--- src/rtl/ptce_pkg.sv ---
`default_nettype none
// ----------------------------------------------------------------------------
// ptce_pkg
// Shared types, codes and constants for the PNG text chunk extractor.
// ----------------------------------------------------------------------------
package ptce_pkg;

    // chunk walk phases
    typedef enum logic [2:0] {
        PH_SIG    = 3'd0,
        PH_LEN    = 3'd1,
        PH_TYPE   = 3'd2,
        PH_DATA   = 3'd3,
        PH_CRC    = 3'd4,
        PH_IGNORE = 3'd5
    } phase_t;

    // result kinds
    localparam logic [1:0] KIND_KEY   = 2'd0;
    localparam logic [1:0] KIND_VALUE = 2'd1;
    localparam logic [1:0] KIND_END   = 2'd2;

    // record end status codes
    localparam logic [1:0] ST_NONE      = 2'd0;
    localparam logic [1:0] ST_COMPLETE  = 2'd1;
    localparam logic [1:0] ST_VALUE_ONLY = 2'd2;
    localparam logic [1:0] ST_DISCARD   = 2'd3;

    // chunk type words, big-endian
    localparam logic [31:0] TYPE_TEXT = 32'h7445_5874;
    localparam logic [31:0] TYPE_ITXT = 32'h6954_5874;

    localparam logic [1:0] FIELD_LAST = 2'd3;
    localparam logic [2:0] SIG_LAST   = 3'd7;

    // one input item
    typedef struct packed {
        logic [7:0] in_byte;
        logic       in_final;
    } item_t;

    // one result item
    typedef struct packed {
        logic [7:0] out_byte;
        logic [1:0] out_kind;
        logic       chunk_is_itxt;
        logic [1:0] end_status;
    } res_t;

    // expected file signature byte at a given position
    function automatic logic [7:0] sig_byte(input logic [2:0] idx);
        logic [7:0] b;
        case (idx)
            3'd0:    b = 8'h89;
            3'd1:    b = 8'h50;
            3'd2:    b = 8'h4E;
            3'd3:    b = 8'h47;
            3'd4:    b = 8'h0D;
            3'd5:    b = 8'h0A;
            3'd6:    b = 8'h1A;
            default: b = 8'h0A;
        endcase
        return b;
    endfunction

endpackage
`default_nettype wire

--- src/rtl/ptce_core.sv ---
`default_nettype none
// ----------------------------------------------------------------------------
// ptce_core
// Chunk walk state and per-item decode: updates the parse state for one
// byte and forms the result item it causes, if any.
// ----------------------------------------------------------------------------
module ptce_core (
    input  wire logic          aclk,
    input  wire logic          aresetn,
    input  wire logic          fire,
    input  wire ptce_pkg::item_t item,
    output logic               res_valid,
    output ptce_pkg::res_t     res
);
    import ptce_pkg::*;

    logic [3:0]  sig_pos_reg,   sig_pos_next;
    phase_t      phase_reg,     phase_next;
    logic [1:0]  fbc_reg,       fbc_next;
    logic [31:0] len_reg,       len_next;
    logic [31:0] remain_reg,    remain_next;
    logic [31:0] type_reg,      type_next;
    logic        sep_reg,       sep_next;
    logic        is_text_reg,   is_text_next;

    // values after this byte, before the end-of-file reset
    logic [3:0]  sig_pos_step;
    phase_t      phase_step;
    logic [1:0]  fbc_step;
    logic [31:0] len_step;
    logic [31:0] remain_step;
    logic [31:0] type_step;
    logic        sep_step;
    logic        is_text_step;
    logic        crc_done;
    logic [7:0]  b;
    logic        fin;

    assign b   = item.in_byte;
    assign fin = item.in_final;

    // next state
    always_comb begin
        sig_pos_step = sig_pos_reg;
        phase_step   = phase_reg;
        fbc_step     = fbc_reg;
        len_step     = len_reg;
        remain_step  = remain_reg;
        type_step    = type_reg;
        sep_step     = sep_reg;
        is_text_step = is_text_reg;
        crc_done     = 1'b0;
        unique case (phase_reg)
            PH_SIG: begin
                if (b != sig_byte(sig_pos_reg[2:0])) begin
                    phase_step = PH_IGNORE;
                end else begin
                    sig_pos_step = sig_pos_reg + 4'd1;
                    if (sig_pos_reg[2:0] == SIG_LAST) begin
                        phase_step = PH_LEN;
                        fbc_step   = 2'd0;
                    end
                end
            end
            PH_LEN: begin
                len_step = {len_reg[23:0], b};
                if (fbc_reg == FIELD_LAST) begin
                    fbc_step   = 2'd0;
                    phase_step = PH_TYPE;
                end else begin
                    fbc_step = fbc_reg + 2'd1;
                end
            end
            PH_TYPE: begin
                type_step = {type_reg[23:0], b};
                if (fbc_reg == FIELD_LAST) begin
                    fbc_step     = 2'd0;
                    is_text_step = (type_step == TYPE_TEXT) || (type_step == TYPE_ITXT);
                    sep_step     = 1'b0;
                    remain_step  = len_reg;
                    phase_step   = (len_reg == 32'd0) ? PH_CRC : PH_DATA;
                end else begin
                    fbc_step = fbc_reg + 2'd1;
                end
            end
            PH_DATA: begin
                if (is_text_reg && !fin && !sep_reg && (b == 8'd0)) begin
                    sep_step = 1'b1;
                end
                remain_step = remain_reg - 32'd1;
                if (remain_reg == 32'd1) begin
                    phase_step = PH_CRC;
                end
            end
            PH_CRC: begin
                if (fbc_reg == FIELD_LAST) begin
                    fbc_step     = 2'd0;
                    crc_done     = 1'b1;
                    is_text_step = 1'b0;
                    len_step     = 32'd0;
                    type_step    = 32'd0;
                    sep_step     = 1'b0;
                    phase_step   = PH_LEN;
                end else begin
                    fbc_step = fbc_reg + 2'd1;
                end
            end
            default: begin
                phase_step = PH_IGNORE;
            end
        endcase

        // end of file returns everything to the reset state
        if (fin) begin
            sig_pos_next = 4'd0;
            phase_next   = PH_SIG;
            fbc_next     = 2'd0;
            len_next     = 32'd0;
            remain_next  = 32'd0;
            type_next    = 32'd0;
            sep_next     = 1'b0;
            is_text_next = 1'b0;
        end else begin
            sig_pos_next = sig_pos_step;
            phase_next   = phase_step;
            fbc_next     = fbc_step;
            len_next     = len_step;
            remain_next  = remain_step;
            type_next    = type_step;
            sep_next     = sep_step;
            is_text_next = is_text_step;
        end
    end

    // result item for this byte
    always_comb begin
        res_valid         = 1'b0;
        res.out_byte      = 8'd0;
        res.out_kind      = KIND_KEY;
        res.end_status    = ST_NONE;
        res.chunk_is_itxt = (phase_reg == PH_TYPE) ? (type_step == TYPE_ITXT)
                                                   : (type_reg == TYPE_ITXT);
        unique case (phase_reg)
            PH_DATA: begin
                if (is_text_reg && !fin) begin
                    if (sep_reg) begin
                        res_valid    = 1'b1;
                        res.out_byte = b;
                        res.out_kind = KIND_VALUE;
                    end else if (b != 8'd0) begin
                        res_valid    = 1'b1;
                        res.out_byte = b;
                        res.out_kind = KIND_KEY;
                    end
                end
            end
            PH_CRC: begin
                if ((fbc_reg == FIELD_LAST) && is_text_reg) begin
                    res_valid      = 1'b1;
                    res.out_kind   = KIND_END;
                    res.end_status = sep_reg ? ST_COMPLETE : ST_VALUE_ONLY;
                end
            end
            default: begin
                res_valid = 1'b0;
            end
        endcase

        // file ends inside a text chunk
        if (fin && !crc_done && is_text_step &&
            ((phase_step == PH_DATA) || (phase_step == PH_CRC))) begin
            res_valid      = 1'b1;
            res.out_byte   = 8'd0;
            res.out_kind   = KIND_END;
            res.end_status = ST_DISCARD;
        end
    end

    // state registers
    always_ff @(posedge aclk) begin
        if (!aresetn) begin
            sig_pos_reg <= 4'd0;
            phase_reg   <= PH_SIG;
            fbc_reg     <= 2'd0;
            len_reg     <= 32'd0;
            remain_reg  <= 32'd0;
            type_reg    <= 32'd0;
            sep_reg     <= 1'b0;
            is_text_reg <= 1'b0;
        end else if (fire) begin
            sig_pos_reg <= sig_pos_next;
            phase_reg   <= phase_next;
            fbc_reg     <= fbc_next;
            len_reg     <= len_next;
            remain_reg  <= remain_next;
            type_reg    <= type_next;
            sep_reg     <= sep_next;
            is_text_reg <= is_text_next;
        end
    end

endmodule
`default_nettype wire

--- src/rtl/png_text_chunk_extractor_unit.sv ---
`default_nettype none
// ----------------------------------------------------------------------------
// png_text_chunk_extractor_unit
// Streaming PNG tEXt/iTXt extractor: emits key bytes, value bytes and a
// record end for each text chunk of a byte-wide PNG file stream.
// ----------------------------------------------------------------------------
// The block takes one file byte per cycle and can produce one result per
// cycle while the output is not stalled. An accepted byte lands in an input
// register; the chunk walk logic decodes it from there and the result, if
// any, is loaded into the output register, from which it is presented.
// Backpressure on m_tready stalls the input register only when the output
// register is full and not being taken. Bytes that cause no result
// (signature, lengths, types, CRCs, other chunks) are absorbed.
module png_text_chunk_extractor_unit (
    input  wire logic       aclk,
    input  wire logic       aresetn,
    input  wire logic       s_tvalid,
    output logic            s_tready,
    input  wire logic [7:0] s_tdata,   // [7:0] in_byte
    input  wire logic       s_tlast,   // in_final
    output logic            m_tvalid,
    input  wire logic       m_tready,
    output logic [7:0]      m_tdata,   // [7:0] out_byte
    output logic [4:0]      m_tuser    // [1:0] out_kind, [2] chunk_is_itxt, [4:3] end_status
);
    import ptce_pkg::*;

    logic   in_valid_reg, in_valid_next;
    item_t  in_item_reg;
    logic   core_fire;
    logic   res_valid;
    res_t   res;
    logic   out_valid_reg, out_valid_next;
    res_t   out_res_reg;

    // handshake between the stages
    assign core_fire = in_valid_reg && (!out_valid_reg || m_tready);
    assign s_tready  = !in_valid_reg || core_fire;

    always_comb begin
        in_valid_next = in_valid_reg;
        if (s_tvalid && s_tready) begin
            in_valid_next = 1'b1;
        end else if (core_fire) begin
            in_valid_next = 1'b0;
        end
    end

    always_comb begin
        out_valid_next = out_valid_reg;
        if (core_fire) begin
            out_valid_next = res_valid;
        end else if (m_tready) begin
            out_valid_next = 1'b0;
        end
    end

    // input register
    always_ff @(posedge aclk) begin
        if (!aresetn) begin
            in_valid_reg <= 1'b0;
        end else begin
            in_valid_reg <= in_valid_next;
        end
    end

    always_ff @(posedge aclk) begin
        if (s_tvalid && s_tready) begin
            in_item_reg.in_byte  <= s_tdata;
            in_item_reg.in_final <= s_tlast;
        end
    end

    // chunk walk
    ptce_core u_core (
        .aclk      (aclk),
        .aresetn   (aresetn),
        .fire      (core_fire),
        .item      (in_item_reg),
        .res_valid (res_valid),
        .res       (res)
    );

    // output register
    always_ff @(posedge aclk) begin
        if (!aresetn) begin
            out_valid_reg <= 1'b0;
        end else begin
            out_valid_reg <= out_valid_next;
        end
    end

    always_ff @(posedge aclk) begin
        if (core_fire && res_valid) begin
            out_res_reg <= res;
        end
    end

    assign m_tvalid = out_valid_reg;
    assign m_tdata  = out_res_reg.out_byte;
    assign m_tuser  = {out_res_reg.end_status, out_res_reg.chunk_is_itxt,
                       out_res_reg.out_kind};

    // record ends carry no text byte
    a_end_zero_byte: assert property (@(posedge aclk) disable iff (!aresetn)
        (m_tvalid && (m_tuser[1:0] == KIND_END)) |-> (m_tdata == 8'd0))
        else $error("record end with nonzero byte");

    // text bytes carry no end status
    a_text_no_status: assert property (@(posedge aclk) disable iff (!aresetn)
        (m_tvalid && (m_tuser[1:0] != KIND_END)) |-> (m_tuser[4:3] == ST_NONE))
        else $error("text byte with end status");

    // the separator NUL is never sent as a key byte
    a_key_not_nul: assert property (@(posedge aclk) disable iff (!aresetn)
        (m_tvalid && (m_tuser[1:0] == KIND_KEY)) |-> (m_tdata != 8'd0))
        else $error("NUL sent as key byte");

endmodule
`default_nettype wire

--- config.mk ---
export PLATFORM = sky130hd
export DESIGN_NAME = png_text_chunk_extractor_unit
export DESIGN_NICKNAME = d
export VERILOG_FILES = /design/src/rtl/ptce_pkg.sv /design/src/rtl/ptce_core.sv /design/src/rtl/png_text_chunk_extractor_unit.sv
export SDC_FILE = /design/constraint.sdc
export NUM_CORES = 1
export LEC_CHECK = 0
export ABC_AREA = 1
export BUFFER_PORTS_ARGS = -buffer_cell sky130_fd_sc_hd__buf_2
export CELL_PAD_IN_SITES_DETAIL_PLACEMENT = 0
export CELL_PAD_IN_SITES_GLOBAL_PLACEMENT = 1
export CORE_UTILIZATION = 35
export CTS_CLUSTER_SIZE = 25
export DETAILED_ROUTE_END_ITERATION = 10
export PLACE_DENSITY = 0.74
export SLEW_MARGIN = 20
export SYNTH_ARGS = -nofsm -noshare
export SYNTH_HDL_FRONTEND = slang
export SYNTH_HIERARCHICAL = 1
export SYNTH_SLANG_ARGS = --single-unit
export TNS_END_PERCENT = 1
--- constraint.sdc ---
create_clock -name aclk -period 3.7 [get_ports aclk]
set_input_delay 1.11 -clock aclk [delete_from_list [all_inputs] [get_ports aclk]]
set_output_delay 1.11 -clock aclk [all_outputs]
set_load 0.02 [all_outputs]
==> flow_summary.yaml <==
finish:
  drive_gt1_share_pct: 8.14
  diodes: 0
  fin_util_pct: 40.9
  instances_no_fill: 1412
  n_fill_cell: 2190
  nNetsFinal: 1151
  syn2layout_area_growth_pct: 14.5
floorplan:
  initial_utilization_pct: 35.8
  fp.dieW_um: 146
  std_cell_rows: 52
  die_h_um: 146
  die-area_um2: 21300
  core_um2: 20200
  ios: 28
global_routing:
  grt_usage_pct: 20.6
  grt_overflow: 0
  antenna_found_initial: 0
  grt_pass1_wl_um: 34900
  grt_pass1_vias: 6752
  grt_max_degree: 56
yosys:
  synth_fp_nets: 1135
  yosys_warnings: 6
  synth-compound-area-share_pct: 14.5
  yosys.area_share.simple_pct: 35.4
  yosys-top-cells-area: "dfxtp_1 (30%), nand2_1 (18%), edfxtp_1 (9.1%), nor2_1 (8.8%), a21oi_1 (8.1%)"
  yosysTopAreaCellShare_pct: 29.9
  syn_area_per_cell_um2: 6.50
  synth_top_family_by_area: "simple AND/OR/NAND/NOR gates"
  synth_xor_area_share_pct: 1.45
  synth.ff_latch_count: 130
  muxShareOfSynthArea_pct: 0
  syn_area_um2: 7240
  synth_fa_ha_area_share_pct: 1.56
  synth-main-ff-cell: "dfxtp_1"
  synth_largest_area_cell: "dfxtp_1"
  synth_cells: 1113
  yosysSeqAreaShare_pct: 39.0
  synth.distinct_cells: 40
  synth_edf_count: 22
  async_flop_share_pct: 0
critical_path:
  rr_startpoint: "u_core/phase_reg[0]"
  crit_slowest_cell: "nor3_1"
  endpoint_kind: "flop"
  r2r-end: "m_tdata[6]"
  critical_path_class: "reg2reg"
  worst_r2r_path_depth: 11
  cpPeakStageDelay_ns: 0.58
  start_kind: "flop"
  required_ns: 3.82
  path_max_fanout: 13
  rrSetupSlack_ns: 0.98
  worstPathCellList: "inv_1 -> nor3_1 -> o21ai_0 -> nand2_1 -> nor2_1 -> nand3_1 -> nand3_1 -> nand2_1 -> inv_1 -> nor2_1 -> buf_4"
  cp.arrival_ns: 2.84
placed_design:
  io_buffers: 27
  dp_cells: 1380
  pre_cts_slack_ns: 0.869
  place_hpwl_um: 14700
  gp_congestion: 0.808
route:
  via_count: 7032
  vias_per_cell: 4.98
  wl_um: 21000
  firstDrtPassIters: 5
  antenna_left: 0
  drc: 0
  drt_iter0_drc: 442
  wl_per_cell_um: 14.8
timing:
  finalMaxSlewViolations: 0
  rsz0062_at_grt: "no"
  slew-limit-headroom_pct: 51.2
  worst_pin_slew_ns: 0.726
  setup_viol: 0
  tns_ns: 0
  finClkSkew_ns: 0.0125
  hold_viol: 0
  max_freq_mhz: 367
  setup_ws_ns: 0.978
  period_needed_ns: 2.72
  fin_crit_sh_pct: 73.6
clock_network:
  holdBufCountCts: 0
  htreeDepth: 4
  cts.sinks: 130
  numCtsBuffers: 17
  cts_post_setup_buffers_inserted: 0
  cts.path.max_buffers: 2
  clk_latency_ns: 0.42
  cts_tree: "built"
  cts_resized: 0
  cts_root_buf: "clkbuf_16"
  clk_pin_slew_ns: 0.06
min_path:
  whs_path_depth: 2
  hold_start: "u_core/len_reg[28]"
  min_to: "u_core/len_reg[28]"
  min_path_type: "reg2reg"
pwr:
  p_comb_share_pct: 5.2
  p_total_uw: 3410
  clkPwrFrac_pct: 51.8
  power_switching_uw: 782
  swShare_pct: 22.9
  peakVddDrop_uv: 306
  p_int_uw: 2630
  leakagePower_uw: 0.00340
  power_density_nw_per_um2: 412
  p_seq_share_pct: 43.0
status:
  outcome: "complete, no violations"
flow_run:
  max_cap_violations: 0
cell usage after synthesis, types with 3 or more instances:
master	number
a21oi_1	117
a31oi_1	3
buf_1	5
buf_2	14
clkbuf_1	25
dfxtp_1	108
edfxtp_1	22
ha_1	9
inv_1	98
nand2_1	347
nand2_2	3
nand3_1	47
nand4_1	23
nor2_1	170
nor2_4	3
nor3_1	15
nor4_1	4
o211ai_1	19
o21ai_0	33
o21ai_1	3
o22ai_1	7
or2_2	5
xor2_1	11
worst max-delay path: cells and delay by family (launching register included):
family	cells	cell delay [ns]
DFF	1	0.50
AOI/OAI and AO/OA	1	0.29
and+or+nand+nor	7	1.23
buffers and inverters	3	0.41
cells by family after synthesis:
kind of cell / after synthesis
XOR/XNOR: 12
buffers and inverters: 147
flip-flops: 130
AND/OR/NAND/NOR: 624
adder cells (fa/ha/maj): 9
AO/OA/AOI/OAI: 191
cells in the final DEF, fill, tap and decap left out, types with 4 or more instances in the layout:
cell type	n
or2_2	5
o22ai_1	7
buf_2	27
nand4_1	23
clkbuf_8	4
o211ai_1	19
dfxtp_1	108
nand3_1	47
o21ai_0	33
nor4_1	4
xor2_1	11
a21oi_1	117
nor2_4	4
buf_4	15
edfxtp_1	22
nor3_1	15
ha_1	9
nand2_1	347
nor2_1	169
inv_1	97
clkbuf_16	17
stage by stage:
step,hold WS [ns],cell area (um2)
finish,0.462,8280
global route,0.483,8280
CTS,0.465,8280
detailed placement,0.457,7670
global placement,0.450,7670
floorplan,0.440,7240
area by class of cell:
class	instances	area (um2)	share of cell area (%)
multi-input combinational	836	3860	46.6
sequential	130	2820	34.1
clock inverter	8	125	1.51
timing repair buffer	43	268	3.23
tap	270	338	4.08
inverter	101	380	4.59
clock buffer	24	492	5.94
layer usage:
metal / GRT usage [%] / up-vias / wire (um)
met5: 0 / - / 0
met4: 5.95 / 0 / 275
met3: 3.67 / 23 / 645
met2: 34.2 / 106 / 9820
met1: 27.2 / 3245 / 10200
li1: - / 3658 / -
power by group through the flow:
stage                     logic [uW]  registers [uW]  clock network (uW)
after global routing             199            1470                1870
after global placement           175            1500                   0
after CTS                        177            1470                1810
after detailed placement         176            1500                   0
final                            177            1470                1770
after floorplan                  128            1490                   0
how the worst max path moves through the flow:
stage                              from                   end  depth (start not counted)
floorplan                      m_tready    u_core/len_reg[10]                         11
global placement               m_tready  u_core/remain_reg[2]                         12
detailed placement             m_tready  u_core/remain_reg[2]                         12
CTS                 u_core/phase_reg[0]            m_tdata[3]                         11
global route        u_core/phase_reg[0]            m_tuser[0]                         11
finish              u_core/phase_reg[0]            m_tdata[6]                         11
(Power assumes the default switching activity.)
